===== config.mk =====
export PLATFORM = sky130hd
export DESIGN_NAME = wmh_acc_mem
export DESIGN_NICKNAME = d
export VERILOG_FILES = /design/src/hdl/wmh_pkg.sv /design/src/hdl/wmh_acc_mem.sv
export SDC_FILE = /design/constraint.sdc
export NUM_CORES = 1
export LEC_CHECK = 0
export ABC_AREA = 1
export ABC_CLOCK_PERIOD_IN_PS = 2330
export BUFFER_PORTS_ARGS = -buffer_cell sky130_fd_sc_hd__buf_2
export CAP_MARGIN = 25
export CORE_ASPECT_RATIO = 0.7
export CORE_MARGIN = 5
export CORE_UTILIZATION = 35
export CTS_BUF_LIST = sky130_fd_sc_hd__clkbuf_8
export CTS_CLUSTER_SIZE = 16
export DETAILED_ROUTE_END_ITERATION = 10
export PLACE_DENSITY_LB_ADDON = 0.08
export SYNTH_ARGS = -nofsm -noshare
export SYNTH_HDL_FRONTEND = slang
export SYNTH_SLANG_ARGS = --single-unit

===== constraint.sdc =====
create_clock -name clk -period 2.33 [get_ports clk]
set_input_delay 0.1165 -clock clk [delete_from_list [all_inputs] [get_ports clk]]
set_output_delay 0.1165 -clock clk [all_outputs]
set_load 0.005 [all_outputs]

===== src/hdl/wmh_pkg.sv =====
package wmh_pkg;

    typedef enum logic [2:0] {
        CMD_CLEAR  = 3'd0,
        CMD_LIMIT  = 3'd1,
        CMD_ACCUM  = 3'd2,
        CMD_STATS  = 3'd3,
        CMD_BIN    = 3'd4
    } cmd_t;

    typedef enum logic [2:0] {
        ST_IDLE,
        ST_CLEAR,
        ST_READ,
        ST_SEARCH,
        ST_MULT,
        ST_WRITE,
        ST_OUT
    } state_t;

    localparam int unsigned DEFAULT_CLASSES = 5;

    typedef struct packed {
        logic [2:0]  command;
        logic [3:0]  variable_index;
        logic [4:0]  slot_index;
        logic [31:0] value;
        logic [15:0] weight;
        logic        is_missing;
        logic        new_record;
    } item_t;

    typedef struct packed {
        logic        in_range;
        logic [3:0]  class_found;
        logic [31:0] sample_count;
        logic [47:0] weight_total;
        logic [63:0] weighted_sum;
        logic [62:0] weighted_square_sum;
        logic [31:0] record_count;
        logic [31:0] bin_count;
        logic        saturated;
    } result_t;

    typedef struct packed {
        logic [31:0] cnt;
        logic [47:0] wsum;
        logic [63:0] sum;
        logic [62:0] sq;
        logic        sat;
    } acc_t;

endpackage


===== src/hdl/wmh_acc_mem.sv =====
module wmh_acc_mem
    import wmh_pkg::*;
#(
    parameter int unsigned DEPTH = 16,
    parameter int unsigned WIDTH = 32
)(
    input  logic                     clk,
    input  logic                     we,
    input  logic [$clog2(DEPTH)-1:0] waddr,
    input  logic [WIDTH-1:0]         wdata,
    input  logic [$clog2(DEPTH)-1:0] raddr,
    output logic [WIDTH-1:0]         rdata
);
    logic [WIDTH-1:0] mem [DEPTH];

    always_ff @(posedge clk)
    begin
        if (we)
        begin
            mem[waddr] <= wdata;
        end
        rdata <= mem[raddr];
    end
endmodule


==> out/results.env, run 1 <==
DIE_AREA_MM2=0.07022
PORT-BUFFER-COUNT=73
STARTPOINT_TYPE='flop'
STATIC-LEAKAGE-POWER_uW=0.01124
SYN_INST=2120
DP_WORST_SETUP_SLACK_NS=0.6060
PLACEMENTROWS=78
CRIT_SLOWEST_CELL='dfxtp_1'
NUMBER_OF_ANTENNA_VIOLATIONS_AT_THE_FIRST_CHECK_IN_GLOBAL_ROUTING=1
LAYOUT-DRIVE-GT1-SHARE_PCT=10.81
SORT_OF_ELEMENT_AT_THE_END_OF_THE_CRITICAL_PATH='output port'
NUM_IO_PINS=74
VIAS_IN_THE_FIRST_GLOBAL_ROUTE=14110
FINAL_WORST_SETUP_SLACK_NS=0.8870
HOLD-WORST-SLACK_NS=0.08860
SYNTH_SEQ_AREA_SHARE_PCT=70.46
DETAIL_ROUTE.ITER0.VIOLATIONS=1082
PIN_COUNT_OF_THE_BIGGEST_NET_ENTERING_GLOBAL_ROUTING=93
GPL.FINAL_WEIGHTED_CONGESTION=0.7472
MOSTFREQUENTLAYOUTCELL='nand2_1'
SETUP_VIOLATIONS=0
POST-ROUTE-DRC-COUNT=0
PATH_CLASS='reg -> out'
HOLD_VIOL_FINAL=0
FIRSTDRTPASSITERS=5
VIAS_PER_CELL=4.521
WORST_EP_ARRIVAL_TIME_NS=1.33
FINAL_CELLS=3212
P_R_AREA_GROWTH_VS_SYN_PCT=15.86
GRT_PASS1_WL_UM=91800
MAX_CAP_VIOL_COUNT=0
POWER_DENSITY_OVER_THE_CELLS_mW_PER_MM2=771.2
VIAS=14520
CTS_ROOT_BUF='clkbuf_8'
YS_FF_LATCH=544
POST_CTS_RESIZE_COUNT=0
TOP_FAMILY_BY_DELAY_ON_CRITICAL_PATH='flip-flops'
ROUTE.DETAILED.WL_PER_INST_UM=18.97
COUNT_OF_PINS_OVER_THEIR_SLEW_LIMIT=0
SYN_AREA_MM2=0.02273
HPWL_UM=30740
TIMING.HOLD.WORST.CLASS='in -> reg'
SYNTH.NET_COUNT=2162
POST-PLACE-CELLS=3013
FINCLKSKEW_NS=0.02176
CRITICAL_PATH_REQUIRED_NS=2.21
FLOORPLAN.INITIALDENSITY_PCT=35.18
RUN_STATUS='finished, final reports clean'
CLK-INSERTION-DELAY-LATE_NS=0.67
SYNTHESIZED_AREA_PER_CELL_UM2=10.72
WORST_PIN_SLEW_NS=0.7019
YOSYS_WARNINGS=0
DIE_X_UM=314.6
HTREE_NUM_LEVELS=3
TIMING.CRITICAL_PATH.BUF_INV=1
FINISH.NET_COUNT=2300
CTS.PATH.MAX_BUFFERS=3
NUM-FILL-CELLS=6263
SYNTH_CELL_TYPES=15
TRITONCTS='yes'
CTS_SETUP_BUFFERS=0
GLOBAL_ROUTE_TOTAL_USAGE_ACROSS_EVERY_LAYER_PCT=17.34
CLOCK_SINK_COUNT=544
ANTENNA_CELLS_INSERTED=0
FINALCRITICALPERIOD_NS=1.443
DIEHEIGHT_UM=223.2
FP.COREAREA_MM2=0.06461
MAX_SLEW_MARGIN_PCT=53.21
RSZ0062_AT_GRT='false'
OVERFLOW_LEFT_AFTER_GLOBAL_ROUTING=0
TIMING.CRITICAL_PATH.SLOWEST_CELL_DELAY_NS=0.48
FINAL_MIN_PERIOD_OVER_CLOCK_PERIOD_PCT=61.93
WORST-PATH-MAX-FANOUT=1
MAX_CLOCK_FREQ_MHz=693.0
CTS-BUFFERS-INSERTED=89
CRITICAL_PATH.CELL_CHAIN='buf_2'
LEADING_CELL_TYPES_IN_THE_LAYOUT_FILL_AND_TAPS_EXCLUDED='677 x nand2_1, 512 x edfxtp_1, 425 x inv_1, 385 x nand3_1, 103 x clkbuf_8'
CLKTRANSATPATHREGS_NS=0.06
DRTANTENNAVIOLNETS=0
ROUTED_WIRELENGTH_UM=60940
FINAL.SETUP.TNS_NS=0
WORST_IR_DROP_VDD_V=0.0003380
POST_LAYOUT_UTIL_PCT=40.76
==> timing repair <==
item / CTS / global route
hold buffers: 34 / 0
hold endpoints to repair: 529 / 0
setup endpoints to repair: 0 / 0
==> registers in the layout, summed over array words and instances, names as in the netlist <==
register  flops
mem         512
rdata        32
==> final timing paths <==
path	start	endpoint	slack [ns]	cells past startpoint
max reg2reg	mem[1][2]	rdata[2]	1.19	6
min reg2reg	mem[10][17]	rdata[17]	0.65	6
max	rdata[17]	rdata[17]	0.89	1
min	raddr[1]	rdata[20]	0.09	6
==> kinds of logic after synthesis <==
logic type	synth area share [%]
simple gates	20.00
buf+inv	9.539
flops	70.46
==> worst min-delay path, stage by stage <==
cell and delay [ns]:
buf_4 0.13, inv_4 0.15, nand2_1 0.12, nand3_1 0.06, nand3_1 0.06, nand2_1 0.05
==> synthesized netlist by cell type (all sizes together) <==
cell type	number	share of area, %
nand2	677	11
edfxtp	512	68
inv	390	6.5
nand3	385	8.5
buf	91	2.9
dfxtp	32	2.8
nor2	17	0.28
clkbuf	14	0.23
nand3b	2	0.066
==> cell type report <==
type | instances | area, um2 | share of cell area [%]
tap | 880 | 1101 | 4.181
inverter | 390 | 1474 | 5.597
clock buffer | 102 | 1404 | 5.331
clock inverter | 63 | 279.0 | 1.059
timing repair buffer | 152 | 1395 | 5.297
multi-input combinational | 1081 | 4667 | 17.72
sequential | 544 | 16020 | 60.81
==> power by group <==
| group | switching [uW] | internal, uW | total [uW] |
|---|---|---|---|
| Clock | 3840 | 4090 | 7930 |
| Sequential | 73.1 | 10900 | 11000 |
| Combinational | 942 | 426 | 1370 |
==> metal layers <==
layer / up-vias / routed length (um) / GRT usage [%]
li1: 7138 / - / -
met1: 6960 / 31010 / 26.38
met2: 333 / 25770 / 25.41
met3: 89 / 3117 / 3.742
met4: 0 / 1052 / 4.078
met5: - / 0 / 0
==> through the flow <==
step	power, uW	area, um2
2_1_floorplan	11950	22730
3_3_place_gp	12560	24290
3_5_place_dp	12570	24310
4_1_cts	20620	26340
5_1_grt	21220	26340
6_report	20310	26340
No activity file was read; power rests on OpenSTA's default activity.
==> run 2: changes to the inputs <==
--- a/config.mk
+++ b/config.mk
@@ -6,7 +6,7 @@
 export NUM_CORES = 1
 export LEC_CHECK = 0
 export ABC_AREA = 1
-export ABC_CLOCK_PERIOD_IN_PS = 2330
+export ABC_CLOCK_PERIOD_IN_PS = 1160
 export BUFFER_PORTS_ARGS = -buffer_cell sky130_fd_sc_hd__buf_2
 export CAP_MARGIN = 25
 export CORE_ASPECT_RATIO = 0.7
==> constraint.sdc (replaced) <==
create_clock -name clk -period 1.16 [get_ports clk]
set_input_delay 0.058 -clock clk [delete_from_list [all_inputs] [get_ports clk]]
set_output_delay 0.058 -clock clk [all_outputs]
set_load 0.005 [all_outputs]
==> out/results.env, run 2 (synthesis results as in run 1) <==
RUN_STATUS='finished with violations'
VIOLATIONS='setup timing'
CTS.PATH.MAX_BUFFERS=3  # unchanged
FINCLKSKEW_NS=0.02639  # +0.004628 ns
WORST_IR_DROP_VDD_V=0.0008354  # +150%
DRTANTENNAVIOLNETS=0  # unchanged
VIAS_IN_THE_FIRST_GLOBAL_ROUTE=15050  # +6.7%
GRT_PASS1_WL_UM=98060  # +6.8%
WORST_PIN_SLEW_NS=0.4169  # -0.2850 ns
CTS-BUFFERS-INSERTED=88  # -1.1%
RSZ0062_AT_GRT='true'
MAX_CLOCK_FREQ_MHz=811.3
NUM_IO_PINS=74  # unchanged
PLACEMENTROWS=78  # unchanged
POST_LAYOUT_UTIL_PCT=43.14  # +2.4 points
FLOORPLAN.INITIALDENSITY_PCT=35.18  # unchanged
NUMBER_OF_ANTENNA_VIOLATIONS_AT_THE_FIRST_CHECK_IN_GLOBAL_ROUTING=0  # -1
CLOCK_SINK_COUNT=544  # unchanged
STATIC-LEAKAGE-POWER_uW=0.01193  # +6.1%
VIAS=15250  # +5.0%
CLKTRANSATPATHREGS_NS=0.06  # about the same
CRIT_SLOWEST_CELL='dfxtp_4'
GPL.FINAL_WEIGHTED_CONGESTION=0.7730  # +3.5%
WORST_EP_ARRIVAL_TIME_NS=1.17  # -0.16 ns
DIEHEIGHT_UM=223.2  # unchanged
MOSTFREQUENTLAYOUTCELL='nand2_1'
CRITICAL_PATH_REQUIRED_NS=1.10  # -1.11 ns
CLK-INSERTION-DELAY-LATE_NS=0.71  # +0.04 ns
STARTPOINT_TYPE='flop'
TIMING.CRITICAL_PATH.SLOWEST_CELL_DELAY_NS=0.36  # -0.12 ns
ROUTED_WIRELENGTH_UM=66010  # +8.3%
CRITICAL_PATH.CELL_CHAIN='buf_6'
CTS_ROOT_BUF='clkbuf_8'
P_R_AREA_GROWTH_VS_SYN_PCT=22.62
TOP_FAMILY_BY_DELAY_ON_CRITICAL_PATH='flip-flops'
HTREE_NUM_LEVELS=3  # unchanged
MAX_CAP_VIOL_COUNT=0  # unchanged
COUNT_OF_PINS_OVER_THEIR_SLEW_LIMIT=0  # unchanged
PORT-BUFFER-COUNT=73  # unchanged
HOLD_VIOL_FINAL=0  # unchanged
WORST-PATH-MAX-FANOUT=1  # unchanged
NUM-FILL-CELLS=6235  # -0.45%
LAYOUT-DRIVE-GT1-SHARE_PCT=15.26  # +4.5 points
MAX_SLEW_MARGIN_PCT=72.21  # +19 points
DETAIL_ROUTE.ITER0.VIOLATIONS=1225  # +13%
OVERFLOW_LEFT_AFTER_GLOBAL_ROUTING=0  # unchanged
FIRSTDRTPASSITERS=5  # unchanged
DP_WORST_SETUP_SLACK_NS=-0.1431  # -0.7492 ns
FINAL_MIN_PERIOD_OVER_CLOCK_PERIOD_PCT=106.3
TIMING.CRITICAL_PATH.BUF_INV=1  # unchanged
REG_TOP3='mem: 512 flops, rdata: 32 flops'
LARGEST_REGISTER_FFS=512  # unchanged
POWER_DENSITY_OVER_THE_CELLS_mW_PER_MM2=1537  # +99%
POST-ROUTE-DRC-COUNT=0  # unchanged
LEADING_CELL_TYPES_IN_THE_LAYOUT_FILL_AND_TAPS_EXCLUDED='672 x nand2_1, 512 x edfxtp_1, 418 x inv_1, 383 x nand3_1, 109 x clkbuf_8'
PATH_CLASS='reg -> out'
VIAS_PER_CELL=4.633  # +2.5%
GLOBAL_ROUTE_TOTAL_USAGE_ACROSS_EVERY_LAYER_PCT=18.63  # +1.3 points
SORT_OF_ELEMENT_AT_THE_END_OF_THE_CRITICAL_PATH='output port'
SETUP_VIOLATIONS=24  # +24
FINAL.SETUP.TNS_NS=-0.6707  # -0.6707 ns
TIMING.HOLD.WORST.CLASS='in -> reg'
TOP_REGISTER='mem'
FP.COREAREA_MM2=0.06461  # unchanged
HPWL_UM=38780  # +26%
FINISH.NET_COUNT=2377  # +3.3%
FINALCRITICALPERIOD_NS=1.233
ROUTE.DETAILED.WL_PER_INST_UM=20.05  # +5.7%
DIE_AREA_MM2=0.07022  # unchanged
DIE_X_UM=314.6  # unchanged
FINAL_WORST_SETUP_SLACK_NS=-0.07256  # -0.9596 ns
PIN_COUNT_OF_THE_BIGGEST_NET_ENTERING_GLOBAL_ROUTING=44  # -53%
TRITONCTS='yes'
run 2: cell count changes in the layout (fill, tap and decap cells not counted), moves of 15 or more:
| cell | before | now |
|---|---|---|
| dfxtp_2 | 0 | 19 |
| buf_12 | 27 | 56 |
| buf_6 | 0 | 20 |
| dfxtp_1 | 32 | 11 |
| buf_2 | 70 | 55 |
| buf_4 | 20 | 51 |
run 2: what timing repair did:
| action | 4_1_cts | 5_1_grt |
|---|---|---|
| gates cloned | 0 | 5 |
| gates resized for setup | 24 | 33 |
| hold buffers | 37 | 0 |
| setup endpoints to repair | 32 | 47 |
| endpoints found under the hold margin | 550 | 0 |
| setup buffers | 0 | 1 |
run 2: metrics by stage:
stage	instances	hold slack, ns	total power, uW	area [um2]
final	3292	0.09295	42830	27870
after global routing	3291	0.05898	44620	27870
after CTS	3285	0.03470	43280	27590
after detailed placement	3082	0.4398	25640	25300
after global placement	3082	0.4379	25640	25300
after floorplan	2120	0.1569	24050	22910
run 2: where the power goes:
part | switching, uW | internal (uW) | leakage [uW] | total (uW)
clock | 7950 | 9410 | 0.00107 | 17400
combinational | 2100 | 1230 | 0.00595 | 3330
sequential | 150 | 22000 | 0.00490 | 22100
run 2: cell type report:
class	count	area [um2]	share of cell area [%]
flip-flops and latches	544	16050	57.57
multi-input cells	1081	4725	16.95
repair buffers	230	2653	9.517
diodes	1	2.502	0.008978
inverters	390	1490	5.347
clock buffers	109	1500	5.382
well taps	880	1101	3.950
clock inverters	57	354.1	1.270
run 2: path summary, 6_finish.rpt:
| kind | startpoint | endpoint | slack (ns) | cells after the start |
|---|---|---|---|---|
| setup / recovery | rdata[17] | rdata[17] | -0.07 | 1 |
| hold / removal | we | mem[2][16] | 0.09 | 4 |
| setup reg to reg | mem[9][18] | rdata[18] | 0.12 | 6 |
| hold reg to reg | mem[6][6] | rdata[6] | 0.66 | 6 |
run 2: metal layers:
layer,global-route usage (%),wire (um),vias to the layer above
li1,-,-,7317
met1,28.38,32860,7474
met2,27.36,28580,379
met3,3.789,3543,83
met4,4.479,1031,0
met5,0,0,-
==> run 3: changes to the inputs <==
==> constraint.sdc (replaced) <==
create_clock -name clk -period 1.16 [get_ports clk]
set_input_delay 0.174 -clock clk [delete_from_list [all_inputs] [get_ports clk]]
set_output_delay 0.174 -clock clk [all_outputs]
set_load 0.005 [all_outputs]
==> out/results.env, run 3 (synthesis results as in run 1) <==
RUN_STATUS='finished with violations'
VIOLATIONS='setup timing'
VIAS_IN_THE_FIRST_GLOBAL_ROUTE=14680  # -2.4%
NUM_IO_PINS=74  # unchanged
LARGEST_REGISTER_FFS=512  # unchanged
GRT_PASS1_WL_UM=90650  # -7.6%
P_R_AREA_GROWTH_VS_SYN_PCT=20.08
FP.COREAREA_MM2=0.06461  # unchanged
FINAL_CELLS=3258  # -1.0%
DETAIL_ROUTE.ITER0.VIOLATIONS=811  # -34%
STARTPOINT_TYPE='flop'
CRITICAL_PATH.REG2REG.ENDPOINT='rdata[30]'
ROUTED_WIRELENGTH_UM=58940  # -11%
GPL.FINAL_WEIGHTED_CONGESTION=0.7517  # -2.8%
HTREE_NUM_LEVELS=3  # unchanged
TOP_REGISTER='mem'
TOP_FAMILY_BY_DELAY_ON_CRITICAL_PATH='flip-flops'
TRITONCTS='yes'
TIMING.CRITICAL_PATH.BUF_INV=1  # unchanged
ANTENNA_CELLS_INSERTED=0  # -1
CLKTRANSATPATHREGS_NS=0.07  # about the same
POST-ROUTE-DRC-COUNT=0  # unchanged
PORT-BUFFER-COUNT=73  # unchanged
CRITICAL_PATH_REQUIRED_NS=0.99  # -0.11 ns
WORSTREG2REGSTART='mem[5][30]'
WORST-PATH-MAX-FANOUT=1  # unchanged
SETUP_VIOLATIONS=32  # +33%
STATIC-LEAKAGE-POWER_uW=0.01162  # -2.6%
CRIT_SLOWEST_CELL='dfxtp_2'
MAX_CAP_VIOL_COUNT=0  # unchanged
OVERFLOW_LEFT_AFTER_GLOBAL_ROUTING=0  # unchanged
MOSTFREQUENTLAYOUTCELL='nand2_1'
SINK_OF_THE_WORST_HOLD_PATH='rdata[13]'
ROUTE.DETAILED.WL_PER_INST_UM=18.09  # -9.8%
GLOBAL_ROUTE_TOTAL_USAGE_ACROSS_EVERY_LAYER_PCT=16.94  # -1.7 points
FINCLKSKEW_NS=0.01930  # -0.007088 ns
PATH_CLASS='reg -> out'
WORST_EP_ARRIVAL_TIME_NS=1.15  # -0.02 ns
DP_WORST_SETUP_SLACK_NS=-0.2518  # -0.1087 ns
WORST_PIN_SLEW_NS=0.4039  # -0.01301 ns
HOLD_DEPTH=4  # unchanged
CTS_ROOT_BUF='clkbuf_8'
HPWL_UM=35780  # -7.7%
POST-PLACE-CELLS=3065  # -0.55%
CTS.PATH.MAX_BUFFERS=3  # unchanged
TIMING.HOLD.WORST.CLASS='in -> reg'
DIE_AREA_MM2=0.07022  # unchanged
FINAL_WORST_SETUP_SLACK_NS=-0.1595  # -0.08693 ns
TIMING.CRITICAL_PATH.SLOWEST_CELL_DELAY_NS=0.36  # about the same
WORST_IR_DROP_VDD_V=0.0007666  # -8.2%
DIEHEIGHT_UM=223.2  # unchanged
CLOCK_SINK_COUNT=544  # unchanged
DRTANTENNAVIOLNETS=0  # unchanged
VIAS=14660  # -3.9%
POST_LAYOUT_UTIL_PCT=42.25  # -0.89 points
FINAL_MIN_PERIOD_OVER_CLOCK_PERIOD_PCT=113.7  # +7.5 points
CRITICAL_PATH.CELL_CHAIN='buf_6'
R2R_CELLS=6  # unchanged
NUMBER_OF_ANTENNA_VIOLATIONS_AT_THE_FIRST_CHECK_IN_GLOBAL_ROUTING=0  # unchanged
POWER_DENSITY_OVER_THE_CELLS_mW_PER_MM2=1515  # -1.4%
REG_TOP3='mem: 512 flops, rdata: 32 flops'
VIAS_PER_CELL=4.499  # -2.9%
HOLD_VIOL_FINAL=0  # unchanged
COUNT_OF_PINS_OVER_THEIR_SLEW_LIMIT=0  # unchanged
FLOORPLAN.INITIALDENSITY_PCT=35.18  # unchanged
PLACEMENTROWS=78  # unchanged
WORST-R2R-SETUP-SLACK_NS=0.16  # +0.04 ns
FIRSTDRTPASSITERS=5  # unchanged
LAYOUT-DRIVE-GT1-SHARE_PCT=13.92  # -1.3 points
FINISH.INSTANCE_AREA_MM2=0.02729  # -2.1%
SORT_OF_ELEMENT_AT_THE_END_OF_THE_CRITICAL_PATH='output port'
HOLD_PATH.STARTPOINT='raddr[3]'
DETAILED_PLACE.AREA_MM2=0.02515  # -0.60%
LEADING_CELL_TYPES_IN_THE_LAYOUT_FILL_AND_TAPS_EXCLUDED='672 x nand2_1, 512 x edfxtp_1, 413 x inv_1, 384 x nand3_1, 104 x clkbuf_8'
RSZ0062_AT_GRT='true'
CTS_SETUP_BUFFERS=0  # unchanged
MAX_SLEW_MARGIN_PCT=73.08  # +0.87 points
PIN_COUNT_OF_THE_BIGGEST_NET_ENTERING_GLOBAL_ROUTING=44  # unchanged
MAX_CLOCK_FREQ_MHz=757.9  # -6.6%
HOLD-WORST-SLACK_NS=0.04698  # -0.04597 ns
DIE_X_UM=314.6  # unchanged
CTS-BUFFERS-INSERTED=87  # -1.1%
FINALCRITICALPERIOD_NS=1.319  # +0.08693 ns
FINISH.NET_COUNT=2349  # -1.2%
CLK-INSERTION-DELAY-LATE_NS=0.68  # -0.03 ns
==> run 3: layout make-up <==
class                           count  area, um2
Clock buffer                      103       1418
Sequential cell                   544      16040
Timing Repair Buffer              203       2251
Clock inverter                     57      287.8
Fill cell                        6265      37310
Tap cell                          880       1101
Inverter                          390       1481
Multi-Input combinational cell   1081       4720
==> run 3: worst max-delay path by stage <==
stage,from,endpoint,cells past startpoint
floorplan,waddr[2],mem[10][0],2
global placement,waddr[2],mem[10][15],5
detailed placement,waddr[2],mem[10][0],5
CTS,rdata[17],rdata[17],1
global route,rdata[17],rdata[17],1
finish,rdata[17],rdata[17],1
==> run 3: per-stage QoR <==
step                      TNS [ns]  power, uW
after global routing        -6.060      43210
final                       -3.447      41360
after detailed placement   -104.09      25460
after global placement      -99.70      25460
after floorplan            -117.48      24050
after CTS                   -5.973      41960
==> run 3: power by group <==
| group | total, uW | switching, uW | internal, uW |
|---|---|---|---|
| Clock | 16200 | 7720 | 8500 |
| Combinational | 3020 | 1920 | 1100 |
| Sequential | 22100 | 138 | 22000 |
| Total | 41400 | 9780 | 31600 |
==> run 3: worst register-to-register path, delay by kind of cell (launching register included) <==
family | cells | cell delay (ns)
and+or+nand+nor | 5 | 0.38
DFF | 1 | 0.41
buffers and inverters | 1 | 0.07
==> run 3: routing by layer <==
layer / global-route usage [%] / vias up / routed length, um
li1: - / 7241 / -
met1: 24.70 / 7113 / 29360
met2: 26.31 / 220 / 26340
met3: 3.269 / 83 / 2076
met4: 4.078 / 0 / 1154
met5: 0 / - / 0
==> run 3: what timing repair did <==
item	4_1_cts	5_1_grt
hold buffers	33	0
resized for setup	16	15
hold endpoints to repair	516	0
endpoints found under the setup margin	32	32
pin swaps	0	0
